--- config.mk ---
export PLATFORM = sky130hd
export DESIGN_NAME = servo_registry_angle_to_pulse
export DESIGN_NICKNAME = d
export VERILOG_FILES = /design/src/hdl/srv_pkg.sv /design/src/hdl/srv_ram.sv /design/src/hdl/srv_div.sv /design/src/hdl/servo_registry_angle_to_pulse.sv
export SDC_FILE = /design/constraint.sdc
export NUM_CORES = 1
export LEC_CHECK = 0
export ABC_CLOCK_PERIOD_IN_PS = 3200
export BUFFER_PORTS_ARGS = -buffer_cell sky130_fd_sc_hd__buf_2
export CORE_MARGIN = 4
export CORE_UTILIZATION = 57
export CTS_CLUSTER_DIAMETER = 150
export DETAILED_ROUTE_END_ITERATION = 10
export GPL_ROUTABILITY_DRIVEN = 0
export MAX_ROUTING_LAYER = met4
export PLACE_DENSITY = 0.78
export SETUP_SLACK_MARGIN = 0.05
export SLEW_MARGIN = 20
export SYNTH_ARGS = -nofsm -noshare
export SYNTH_HDL_FRONTEND = slang
export SYNTH_HIERARCHICAL = 1
export SYNTH_SLANG_ARGS = --single-unit
export TNS_END_PERCENT = 100
--- constraint.sdc ---
create_clock -name clk -period 3.2 [get_ports clk]
set_clock_uncertainty 0.2 [all_clocks]
set_input_delay 0.32 -clock clk [delete_from_list [all_inputs] [get_ports clk]]
set_output_delay 0.32 -clock clk [all_outputs]
set_load 0.01 [all_outputs]
--- src/hdl/srv_pkg.sv ---
// ----------------------------------------------------------------------------
// Servo registry package
// Shared codes, widths and helper functions for the servo registry block.
// ----------------------------------------------------------------------------
package srv_pkg;

	localparam int SRV_TABLE_ENTRIES = 8;

	localparam int ID_W      = 8;
	localparam int PORT_W    = 4;
	localparam int ENTRY_W   = ID_W + PORT_W;
	localparam int ANGLE_W   = 16;
	localparam int RANGE_W   = 9;
	localparam int DIVIDEND_W = 20;
	localparam int QUOT_W    = 11;
	localparam int PULSE_W   = 12;
	localparam int RECIP_W   = 21;
	localparam int RECIP_SHIFT = 17;

	localparam logic [RANGE_W-1:0]  RANGE_180      = 9'd180;
	localparam logic [RANGE_W-1:0]  RANGE_270      = 9'd270;
	localparam logic [RANGE_W-1:0]  RANGE_300      = 9'd300;
	localparam logic [DIVIDEND_W-1:0] PULSE_SPAN_US = 20'd2000;
	localparam logic [PULSE_W-1:0]  PULSE_BASE_US  = 12'd500;

	// Scale factors ceil(2000 * 2^17 / range). For any angle up to the range
	// the rounding error stays below 2^17, so the product shifted right by
	// 17 equals the truncated quotient angle * 2000 / range.
	localparam logic [RECIP_W-1:0]  RECIP_180      = 21'd1456356;
	localparam logic [RECIP_W-1:0]  RECIP_270      = 21'd970904;
	localparam logic [RECIP_W-1:0]  RECIP_300      = 21'd873814;

	typedef enum logic [1:0] {
		CMD_REGISTER  = 2'd0,
		CMD_ANGLE_180 = 2'd1,
		CMD_ANGLE_270 = 2'd2,
		CMD_ANGLE_300 = 2'd3
	} cmd_t;

	typedef enum logic [1:0] {
		STAT_OK      = 2'd0,
		STAT_FULL    = 2'd1,
		STAT_DUP     = 2'd2,
		STAT_UNKNOWN = 2'd3
	} status_t;

	typedef enum logic [1:0] {
		S_IDLE,
		S_SCAN,
		S_FINISH
	} state_t;

	// Angle range of the servo type selected by an angle command.
	function automatic logic [RANGE_W-1:0] range_of(input cmd_t c);
		logic [RANGE_W-1:0] r;
		case (c)
			CMD_ANGLE_180: r = RANGE_180;
			CMD_ANGLE_270: r = RANGE_270;
			default:       r = RANGE_300;
		endcase
		return r;
	endfunction

	// Pulse span scale factor of the servo type selected by an angle command.
	function automatic logic [RECIP_W-1:0] recip_of(input cmd_t c);
		logic [RECIP_W-1:0] m;
		case (c)
			CMD_ANGLE_180: m = RECIP_180;
			CMD_ANGLE_270: m = RECIP_270;
			default:       m = RECIP_300;
		endcase
		return m;
	endfunction

endpackage

--- src/hdl/srv_ram.sv ---
// ----------------------------------------------------------------------------
// Generic simple dual-port RAM
// One write port and one read port, read data registered.
// ----------------------------------------------------------------------------
module srv_ram #(
	parameter int WIDTH = 12,
	parameter int DEPTH = 8
) (
	input  logic                                   clk,
	input  logic                                   wr_en,
	input  logic [(DEPTH > 1 ? $clog2(DEPTH) : 1)-1:0] wr_addr,
	input  logic [WIDTH-1:0]                       wr_data,
	input  logic                                   rd_en,
	input  logic [(DEPTH > 1 ? $clog2(DEPTH) : 1)-1:0] rd_addr,
	output logic [WIDTH-1:0]                       rd_data
);

	logic [WIDTH-1:0] mem_q [DEPTH];

	always_ff @(posedge clk) begin
		if (wr_en) begin
			mem_q[wr_addr] <= wr_data;
		end
		if (rd_en) begin
			rd_data <= mem_q[rd_addr];
		end
	end

endmodule

--- src/hdl/srv_div.sv ---
// ----------------------------------------------------------------------------
// Servo pulse scaler
// Computes angle*span/range by multiplying with a fixed-point reciprocal.
// ----------------------------------------------------------------------------
module srv_div (
	input  logic                             clk,
	input  logic                             start,
	input  logic [srv_pkg::RANGE_W-1:0]      angle,
	input  logic [srv_pkg::RECIP_W-1:0]      recip,
	output logic [srv_pkg::QUOT_W-1:0]       quotient
);
	import srv_pkg::*;

	localparam int PROD_W = RANGE_W + RECIP_W;

	logic [PROD_W-1:0] product;
	logic [QUOT_W-1:0] quo_q;

	// The angle is already clamped to the range, so the product stays below
	// 2^28 and the quotient fits in QUOT_W bits.
	assign product = PROD_W'(angle) * PROD_W'(recip);

	always_ff @(posedge clk) begin
		if (start) begin
			quo_q <= product[RECIP_SHIFT +: QUOT_W];
		end
	end

	assign quotient = quo_q;

endmodule

--- src/hdl/servo_registry_angle_to_pulse.sv ---
// ----------------------------------------------------------------------------
// Servo registry with angle to pulse width conversion
// Keeps a table of servo ids and their PWM ports in a RAM and turns angle
// requests into pulse widths for the registered port.
// ----------------------------------------------------------------------------
// Processing: a table scan issues N reads at one a cycle, N being the number
// of entries, then waits for the last read data to be compared and leaves
// the scan; an empty table issues no reads. The finish step waits for the
// output register to be free. The next request is taken while the previous
// result still waits in the output register.
// Reset: arst_n clears the entry count and all control state; the table RAM
// is not cleared, since only entries below the count are ever read.
module servo_registry_angle_to_pulse #(
	parameter int TABLE_ENTRIES = srv_pkg::SRV_TABLE_ENTRIES
) (
	input  logic        clk,
	input  logic        arst_n,

	input  logic        in_valid,
	output logic        in_ready,
	input  logic [1:0]  cmd,
	input  logic [7:0]  servo_id,
	input  logic [1:0]  timer_index,
	input  logic [1:0]  channel_index,
	input  logic [15:0] angle_deg,

	output logic        out_valid,
	input  logic        out_ready,
	output logic [1:0]  status,
	output logic        pulse_valid,
	output logic [1:0]  out_timer,
	output logic [1:0]  out_channel,
	output logic [11:0] pulse_width
);
	import srv_pkg::*;

	localparam int AW = (TABLE_ENTRIES > 1) ? $clog2(TABLE_ENTRIES) : 1;
	localparam int CW = $clog2(TABLE_ENTRIES + 1);

	// Control state.
	state_t state_q, state_d;
	logic [CW-1:0] count_q;
	logic [CW-1:0] issue_idx_q;
	logic          pend_s1;
	logic          hit_q;
	logic          out_valid_q;

	// Request held for the duration of its processing.
	cmd_t               cmd_q;
	logic [ID_W-1:0]    id_q;
	logic [PORT_W-1:0]  port_q;
	logic [PORT_W-1:0]  hit_port_q;

	// Output register.
	logic [1:0]         status_q;
	logic               pulse_valid_q;
	logic [1:0]         out_timer_q;
	logic [1:0]         out_channel_q;
	logic [PULSE_W-1:0] pulse_width_q;

	// Combinational controls.
	logic               accept;
	logic               scan_issue;
	logic               rd_en;
	logic               wr_en;
	logic               load_out;
	logic               full;
	logic               is_reg;
	logic [ENTRY_W-1:0] rd_data;

	// Pulse scaler interface.
	logic                  div_start;
	logic [QUOT_W-1:0]     quotient;
	logic [RANGE_W-1:0]    in_range;
	logic [RECIP_W-1:0]    in_recip;
	logic [RANGE_W-1:0]    angle_clamped;

	// Result fields before they enter the output register.
	status_t            res_status;
	logic               res_pv;
	logic [PORT_W-1:0]  res_port;
	logic [PULSE_W-1:0] res_pulse;

	assign accept = in_valid && in_ready;
	assign full   = (count_q == CW'(TABLE_ENTRIES));
	assign is_reg = (cmd_q == CMD_REGISTER);

	// The angle conversion does not depend on the table, so the scaled value
	// is registered right at acceptance and is ready before the scan ends.
	assign in_range      = range_of(cmd_t'(cmd));
	assign in_recip      = recip_of(cmd_t'(cmd));
	assign angle_clamped = (angle_deg > {{(ANGLE_W-RANGE_W){1'b0}}, in_range}) ?
	                       in_range : angle_deg[RANGE_W-1:0];
	assign div_start     = accept && (cmd_t'(cmd) != CMD_REGISTER);

	srv_div u_div (
		.clk      (clk),
		.start    (div_start),
		.angle    (angle_clamped),
		.recip    (in_recip),
		.quotient (quotient)
	);

	// Table of {servo id, port}. Reads walk the valid entries in order of
	// registration; the only write appends at the current count.
	srv_ram #(
		.WIDTH (ENTRY_W),
		.DEPTH (TABLE_ENTRIES)
	) u_table (
		.clk     (clk),
		.wr_en   (wr_en),
		.wr_addr (count_q[AW-1:0]),
		.wr_data ({id_q, port_q}),
		.rd_en   (rd_en),
		.rd_addr (issue_idx_q[AW-1:0]),
		.rd_data (rd_data)
	);

	// Next state and controls. A scan issues one read per cycle until every
	// valid entry has been read, then waits for the last read data to be
	// compared. The finish step waits for the output register to be free.
	always_comb begin
		state_d    = state_q;
		in_ready   = 1'b0;
		rd_en      = 1'b0;
		wr_en      = 1'b0;
		load_out   = 1'b0;
		scan_issue = (issue_idx_q < count_q);
		unique case (state_q)
			S_IDLE: begin
				in_ready = 1'b1;
				if (in_valid) begin
					state_d = S_SCAN;
				end
			end
			S_SCAN: begin
				rd_en = scan_issue;
				if (!scan_issue && !pend_s1) begin
					state_d = S_FINISH;
				end
			end
			S_FINISH: begin
				if (!out_valid_q || out_ready) begin
					load_out = 1'b1;
					wr_en    = is_reg && !full && !hit_q;
					state_d  = S_IDLE;
				end
			end
			default: begin
				state_d = S_IDLE;
			end
		endcase
	end

	// Result of the request. A full table is reported ahead of a duplicate.
	always_comb begin
		res_status = STAT_OK;
		res_pv     = 1'b0;
		res_port   = '0;
		res_pulse  = '0;
		if (is_reg) begin
			if (full) begin
				res_status = STAT_FULL;
			end else if (hit_q) begin
				res_status = STAT_DUP;
			end
		end else if (hit_q) begin
			res_pv    = 1'b1;
			res_port  = hit_port_q;
			res_pulse = PULSE_BASE_US + PULSE_W'(quotient);
		end else begin
			res_status = STAT_UNKNOWN;
		end
	end

	always_ff @(posedge clk or negedge arst_n) begin
		if (!arst_n) begin
			state_q     <= S_IDLE;
			count_q     <= '0;
			issue_idx_q <= '0;
			pend_s1     <= 1'b0;
			hit_q       <= 1'b0;
			out_valid_q <= 1'b0;
		end else begin
			state_q <= state_d;
			pend_s1 <= rd_en;
			if (accept) begin
				issue_idx_q <= '0;
				hit_q       <= 1'b0;
			end else begin
				if (rd_en) begin
					issue_idx_q <= issue_idx_q + 1'b1;
				end
				if (pend_s1 && (rd_data[ENTRY_W-1:PORT_W] == id_q)) begin
					hit_q <= 1'b1;
				end
			end
			if (wr_en) begin
				count_q <= count_q + 1'b1;
			end
			if (load_out) begin
				out_valid_q <= 1'b1;
			end else if (out_ready) begin
				out_valid_q <= 1'b0;
			end
		end
	end

	always_ff @(posedge clk) begin
		if (accept) begin
			cmd_q  <= cmd_t'(cmd);
			id_q   <= servo_id;
			port_q <= {timer_index, channel_index};
		end
		if (pend_s1 && (rd_data[ENTRY_W-1:PORT_W] == id_q)) begin
			hit_port_q <= rd_data[PORT_W-1:0];
		end
		if (load_out) begin
			status_q      <= res_status;
			pulse_valid_q <= res_pv;
			out_timer_q   <= res_port[3:2];
			out_channel_q <= res_port[1:0];
			pulse_width_q <= res_pulse;
		end
	end

	assign out_valid   = out_valid_q;
	assign status      = status_q;
	assign pulse_valid = pulse_valid_q;
	assign out_timer   = out_timer_q;
	assign out_channel = out_channel_q;
	assign pulse_width = pulse_width_q;

endmodule

==> results.py, run 1 <==
metrics = {
    "sta": {
        "fin_crit_sh_pct": 191,
        "finalCriticalPeriod_ps": 6130,
        "rsz0062_at_grt": "true",
        "setup_viol": 11,
        "max-slew-margin-rel_pct": 41.8,
        "hold_viol_final": 0,
        "fmax_mhz": 163,
        "tightestPinTransition_ps": 872,
        "hold_ws_ps": 96.7,
        "setup_slack_ps": -2930,
        "tns_ps": -30720,
        "final_max_slew_viol_count": 0,
    },
    "pwr": {
        "combPwrFrac_pct": 57.2,
        "p_int_mw": 7.47,
        "clkPwrFrac_pct": 16.7,
        "pwr_density_cell_mw_per_mm2": 768,
        "pwr-share-seq_pct": 26.1,
        "peakVddDrop_mv": 0.502,
        "swShare_pct": 38.1,
        "finalPower_mw": 12.1,
        "p_leak_nw": 6.74,
        "power.switching_mw": 4.60,
    },
    "logic_synthesis": {
        "post-synth-top-area-fraction_pct": 37.8,
        "synth-compound-area-share_pct": 4.32,
        "ys_warn_count": 6,
        "synth_top_family_by_area": "adder cells",
        "synth_edf_count": 156,
        "syn-cell-area_mm2": 0.0124,
        "ys_seq_elements": 169,
        "syn_avg_cell_area_um2": 12.3,
        "seq_area_frac_synth_pct": 40.5,
        "synth_xor_area_share_pct": 2.19,
        "synth_mux_area_share_pct": 6.90,
        "yosysTopAreaCell": "edfxtp_1",
        "synth_flop_cell": "edfxtp_1",
        "synthCells": 1010,
        "yosys.area_share.simple_pct": 12.6,
        "synth-async-reset-ratio_pct": 7.69,
        "synth_area_leaders": "edfxtp_1 (38%), fa_1 (21%), ha_1 (5.8%)",
        "synthAdderAreaFrac_pct": 27.1,
        "ys_types": 67,
    },
    "grt": {
        "grt_pass1_vias": 9167,
        "grt_first_pass_wirelength_mm": 47.7,
        "grt.overflow.total": 0,
        "grt_use_met1_pct": 34.3,
        "use_met2_pct": 41.3,
        "busiest_layer": "met2",
        "grt_max_degree": 40,
        "grtUsageMet3_pct": 6.62,
        "antenna_found_initial": 0,
        "track_usage_pct": 26.2,
    },
    "route": {
        "drc": 0,
        "via_count": 8602,
        "routed_wl_mm": 29.7,
        "drt-wirelength-per-cell_um": 19.3,
        "viasPerCell": 5.59,
        "ant_nets": 0,
        "drt_iter0_markers": 572,
        "firstDrtPassIters": 5,
    },
    "clocking": {
        "cts_buffers": 17,
        "clock-root-buffer": "clkbuf_16",
        "clockBufferDepth": 2,
        "h-tree-depth": 4,
        "clkSlewWorstSetupHoldPaths_ps": 70,
        "cts.sinks": 169,
        "insertion_delay_ps": 430,
        "cts_tree": "built",
    },
    "layout": {
        "fillers": 1278,
        "area_growth_pct": 26.9,
        "final_common_cell": "edfxtp_1",
        "num_antenna_cells": 0,
        "layout_common_cells": "edfxtp_1 (156), inv_1 (153), buf_4 (132)",
        "drive_above_1_share_pct": 31.0,
        "fin_nets": 1474,
    },
    "floorplanning": {
        "die_area_mm2": 0.0241,
        "rows": 53,
        "start_util_pct": 58.4,
        "fp.coreArea_mm2": 0.0212,
        "fp.dieH_um": 155,
        "die_x_um": 155,
        "ios": 55,
    },
    "place": {
        "hpwl_mm": 19.5,
        "port_buffers": 54,
        "dp_slack_ps": -3480,
    },
    "critical_path": {
        "endpoint_kind": "register",
        "cp_max_fo": 5,
        "cp.arrival_ps": 6090,
        "critPathTopFamily": "adder cells",
        "cpPeakStageDelay_ps": 520,
        "crit_path_frequent_cell": "fa_1",
        "crit_type": "primary input to register",
        "crit_buf_inv": 7,
        "crit_required_ps": 3160,
        "crit_path_start_kind": "primary input",
        "crit_slowest_cell": "fa_1",
    },
    "min_path": {
        "hp-class": "primary input to register",
    },
    "status": {
        "status": "complete, but fails checks",
        "violations": "setup timing",
    },
    "run": {
        "drv_cap": 0,
    },
}
==> Yosys cell counts (5+ instances only) <==
library cell,number
inv_1,173
o21ai_0,7
ha_1,57
nand3_1,5
fa_1,132
nand2_1,107
dfrtp_1,13
and2_1,109
mux2_2,12
nand2b_1,8
a21oi_1,19
nor2_1,32
nand4_1,7
xnor2_1,25
a21o_1,5
edfxtp_1,156
mux4_1,21
clkbuf_1,23
xor2_1,6
nor3_1,11
==> metrics by stage <==
stage	instance area [um2]	cells	utilization [%]
after floorplan	12900	1035	-
after global placement	14200	1452	67.0
after detailed placement	14200	1452	67.0
after CTS	15500	1524	72.8
after global routing	15700	1539	74.1
final	15700	1539	74.1
==> sequential cells by signal, summed over array words and instances (netlist names), 8 cells and up <==
register	count
u_div/quotient	11
id_q	8
pulse_width	12
u_table/mem_q	96
u_table/rd_data	12
==> layout make-up <==
class / instances / area, um2 / area share, %
Timing Repair Buffer: 219 / 1700 / 10.8
Clock buffer: 17 / 425 / 2.71
Inverter: 174 / 672 / 4.27
Sequential cell: 169 / 5010 / 31.9
Tap cell: 275 / 344 / 2.19
Clock inverter: 15 / 159 / 1.01
Multi-Input combinational cell: 670 / 7410 / 47.1
==> power groups by stage <==
| stage | Clock, mW | Sequential (mW) | Combinational, mW |
|---|---|---|---|
| floorplan | 0 | 3.16 | 4.11 |
| finish | 2.01 | 3.15 | 6.90 |
| global route | 2.15 | 3.19 | 7.63 |
| global placement | 0 | 3.18 | 5.81 |
| CTS | 2.03 | 3.15 | 6.52 |
| detailed placement | 0 | 3.20 | 6.01 |
==> path summary, 6_finish.rpt <==
check	from	end	slack (ps)	cells after the start
setup reg to reg	count_q[0]	u_table/mem_q[3][2]	390	7
max in group asynchronous	arst_n	issue_idx_q[1]	2460	2
min in group asynchronous	arst_n	count_q[3]	110	2
hold reg to reg	u_table/rd_data[1]	hit_port_q[1]	240	0
hold / removal	cmd[1]	cmd_q[1]	100	2
setup / recovery	cmd[0]	u_div/quotient[5]	-2930	26
==> metal layers <==
metal  routed length [um]  share of wire [%]
met4                  803                2.7
met1                11800                 40
met5                    0                  0
met2                14300                 48
met3                 2740                9.2
==> cells by family (layout without fill, tap and decap cells) <==
| logic type | after synthesis | count (layout) |
|---|---|---|
| and+or+nand+nor | 300 | 300 |
| buffers and inverters | 202 | 425 |
| DFF | 169 | 169 |
| other | 2 | 27 |
| muxes | 44 | 48 |
| AOI/OAI and AO/OA | 73 | 75 |
| adders and majority gates | 189 | 189 |
| xor gates and xnor gates | 31 | 31 |
==> what timing repair did <==
| action | in CTS | in global routing |
|---|---|---|
| hold buffers | 16 | 0 |
| pin swaps | 67 | 70 |
| setup buffers | 18 | 16 |
| gates cloned | 6 | 1 |
| setup endpoints to repair | 11 | 11 |
| hold endpoints to repair | 28 | 0 |
| gates resized for setup | 66 | 38 |
Note: power is estimated with default switching activity, not from simulation.
==> run 2, diff against run 1 <==
--- a/config.mk
+++ b/config.mk
@@ -5,15 +5,16 @@
 export SDC_FILE = /design/constraint.sdc
 export NUM_CORES = 1
 export LEC_CHECK = 0
+export ABC_AREA = 1
 export ABC_CLOCK_PERIOD_IN_PS = 3200
 export BUFFER_PORTS_ARGS = -buffer_cell sky130_fd_sc_hd__buf_2
 export CORE_MARGIN = 4
-export CORE_UTILIZATION = 57
+export CORE_UTILIZATION = 58
 export CTS_CLUSTER_DIAMETER = 150
 export DETAILED_ROUTE_END_ITERATION = 10
 export GPL_ROUTABILITY_DRIVEN = 0
 export MAX_ROUTING_LAYER = met4
-export PLACE_DENSITY = 0.78
+export PLACE_DENSITY = 0.79
 export SETUP_SLACK_MARGIN = 0.05
 export SLEW_MARGIN = 20
 export SYNTH_ARGS = -nofsm -noshare
==> results.py, run 2 <==
metrics = {
    "layout": {
        "largest_register_ffs": 96,
        "num_antenna_cells": 0,
        "drive_above_1_share_pct": 24.1,
        "fin_nets": 2009,
        "final_common_cell": "nand2_1",
        "top_register": "u_table/mem_q",
        "area_growth_pct": 23.5,
        "layout_common_cells": "nand2_1 (436), inv_1 (365), edfxtp_1 (156)",
    },
    "critical_path": {
        "path_depth": 30,
        "cp.arrival_ps": 5510,
        "reg2reg_from": "count_q[1]",
        "crit_required_ps": 3190,
        "endpoint_kind": "register",
        "crit_slowest_cell": "fa_1",
        "cpPeakStageDelay_ps": 580,
        "worst_r2r_path_depth": 10,
        "crit_path_frequent_cell": "nand2_1",
        "r2r_setup_slack_ps": 850,
        "timing.rr.end": "u_table/mem_q[4][4]",
        "crit_path_start_kind": "primary input",
        "cp_max_fo": 6,
        "crit_buf_inv": 7,
        "crit_type": "primary input to register",
        "critPathTopFamily": "adder cells",
    },
    "logic_synthesis": {
        "seq_area_frac_synth_pct": 36.5,
        "synth_flop_cell": "edfxtp_1",
        "synthTopCellsByCount": "nand2_1 (475), inv_1 (394), edfxtp_1 (156)",
        "ys_warn_count": 6,
        "syn-cell-area_mm2": 0.0137,
        "synth_area_leaders": "edfxtp_1 (34%), fa_1 (19%), nand2_1 (13%)",
        "synthCells": 1616,
        "ys_seq_elements": 169,
        "syn_avg_cell_area_um2": 8.48,
        "synth-async-reset-ratio_pct": 7.69,
        "post-synth-top-area-fraction_pct": 34.2,
        "synth.most_common_cell": "nand2_1",
        "yosysTopAreaCell": "edfxtp_1",
        "ys_types": 47,
        "synth_edf_count": 156,
    },
    "clocking": {
        "cts_tree": "built",
        "cts_buffers": 17,
        "cts.sinks": 169,
        "h-tree-depth": 4,
        "insertion_delay_ps": 440,
        "clockBufferDepth": 2,
        "clock-root-buffer": "clkbuf_16",
        "clkSlewWorstSetupHoldPaths_ps": 70,
    },
    "place": {
        "port_buffers": 54,
        "hpwl_mm": 22.8,
        "dp_slack_ps": -2820,
    },
    "sta": {
        "max-slew-margin-rel_pct": 41.3,
        "fin_crit_sh_pct": 173,
        "final_max_slew_viol_count": 0,
        "rsz0062_at_grt": "true",
        "hold_ws_ps": 19.0,
        "hold_viol_final": 0,
        "finalCriticalPeriod_ps": 5520,
        "tightestPinTransition_ps": 880,
        "setup_viol": 11,
        "fmax_mhz": 181,
        "setup_slack_ps": -2320,
    },
    "pwr": {
        "peakVddDrop_mv": 0.571,
        "p_leak_nw": 8.78,
        "pwr_density_cell_mw_per_mm2": 823,
    },
    "min_path": {
        "hold_end": "cmd_q[0]",
        "holdPathStages": 2,
        "holdCritStartpoint": "cmd[0]",
        "hp-class": "primary input to register",
    },
    "grt": {
        "grt_first_pass_wirelength_mm": 55.0,
        "track_usage_pct": 27.1,
        "grt_pass1_vias": 11318,
        "antenna_found_initial": 0,
        "grt.overflow.total": 0,
        "grt_max_degree": 49,
    },
    "run": {
        "drv_cap": 0,
    },
    "floorplanning": {
        "fp.coreArea_mm2": 0.0229,
        "die_area_mm2": 0.0262,
        "start_util_pct": 59.8,
        "ios": 55,
        "rows": 55,
        "die_x_um": 162,
        "fp.dieH_um": 162,
    },
    "route": {
        "ant_nets": 0,
        "drt-wirelength-per-cell_um": 16.3,
        "viasPerCell": 5.24,
        "firstDrtPassIters": 6,
        "drt_iter0_markers": 1213,
        "via_count": 11058,
        "routed_wl_mm": 34.4,
        "drc": 0,
    },
    "status": {
        "violations": "setup timing",
        "status": "complete, but fails checks",
    },
}
[run 2: report_power, final]
group	total (mW)	switching (mW)	internal, mW
Sequential	3.24	0.273	2.97
Clock	2.11	0.923	1.18
Combinational	8.59	4.99	3.60
Total	13.9	6.18	7.75
[run 2: cells by family after synthesis]
| family | count (synthesis) | share of synthesized area (%) |
|---|---|---|
| flip-flops | 169 | 36.5 |
| AO/OA/AOI/OAI | 62 | 2.72 |
| AND/OR/NAND/NOR | 692 | 21.7 |
| other | 2 | 0.0548 |
| buffers and inverters | 491 | 13.8 |
| adder cells (fa/ha/maj) | 189 | 24.5 |
| XOR/XNOR | 11 | 0.703 |
[run 2: worst max-delay path by stage]
stage,startpoint,slack [ps],endpoint
finish,cmd[1],-2320,u_div/quotient[6]
global route,cmd[1],-2590,u_div/quotient[6]
CTS,cmd[1],-2140,u_div/quotient[6]
detailed placement,cmd[1],-2820,u_div/quotient[10]
global placement,cmd[1],-2650,u_div/quotient[6]
floorplan,cmd[1],-2110,u_div/quotient[6]
[run 2: final cells by class]
cell class / instances / area, um2
well taps: 313 / 392
flip-flops and latches: 169 / 5010
multi-input cells: 958 / 7570
clock inverters: 15 / 179
repair buffers: 206 / 1700
clock buffers: 17 / 425
inverters: 434 / 1650
fillers: 1519 / 5990
[run 2: worst register-to-register path, cell delays in order, from the launching register on]
cell and delay [ps]:
dfrtp_1 470, inv_1 120, ha_1 190, nand3_1 80
nand2_1 70, inv_2 90, nand3_2 90, inv_2 120
nand2_1 120, nor2_1 210, buf_4 260
[run 2: metal layers]
metal  up-vias  share of wire (%)  wire, um  GRT usage (%)
met3       108                9.5      3260           4.31
met1      5230                 39     13300           34.7
met4         0                2.9      1010           8.50
li1       5134                  -         -              -
met2       586                 49     16800           45.1
met5         -                  0         0              -
[run 2: per-stage QoR]
step / cell area, um2 / util, % / power, mW / cells / setup TNS [ps]
2_1_floorplan: 14300 / - / 8.43 / 1618 / -22680
3_3_place_gp: 15400 / 67.2 / 10.4 / 2030 / -28630
3_5_place_dp: 15400 / 67.2 / 10.7 / 2030 / -30160
4_1_cts: 16600 / 72.3 / 13.1 / 2097 / -23070
5_1_grt: 16900 / 73.9 / 14.9 / 2112 / -27470
6_report: 16900 / 73.9 / 13.9 / 2112 / -24580
[run 2: what timing repair did]
| item | in CTS | in global routing |
|---|---|---|
| endpoints found under the setup margin | 11 | 11 |
| hold endpoints to repair | 27 | 0 |
| gates resized for setup | 59 | 67 |
| cloned | 2 | 0 |
| buffers inserted | 18 | 15 |
| hold buffers | 15 | 0 |
| pin swaps | 50 | 65 |
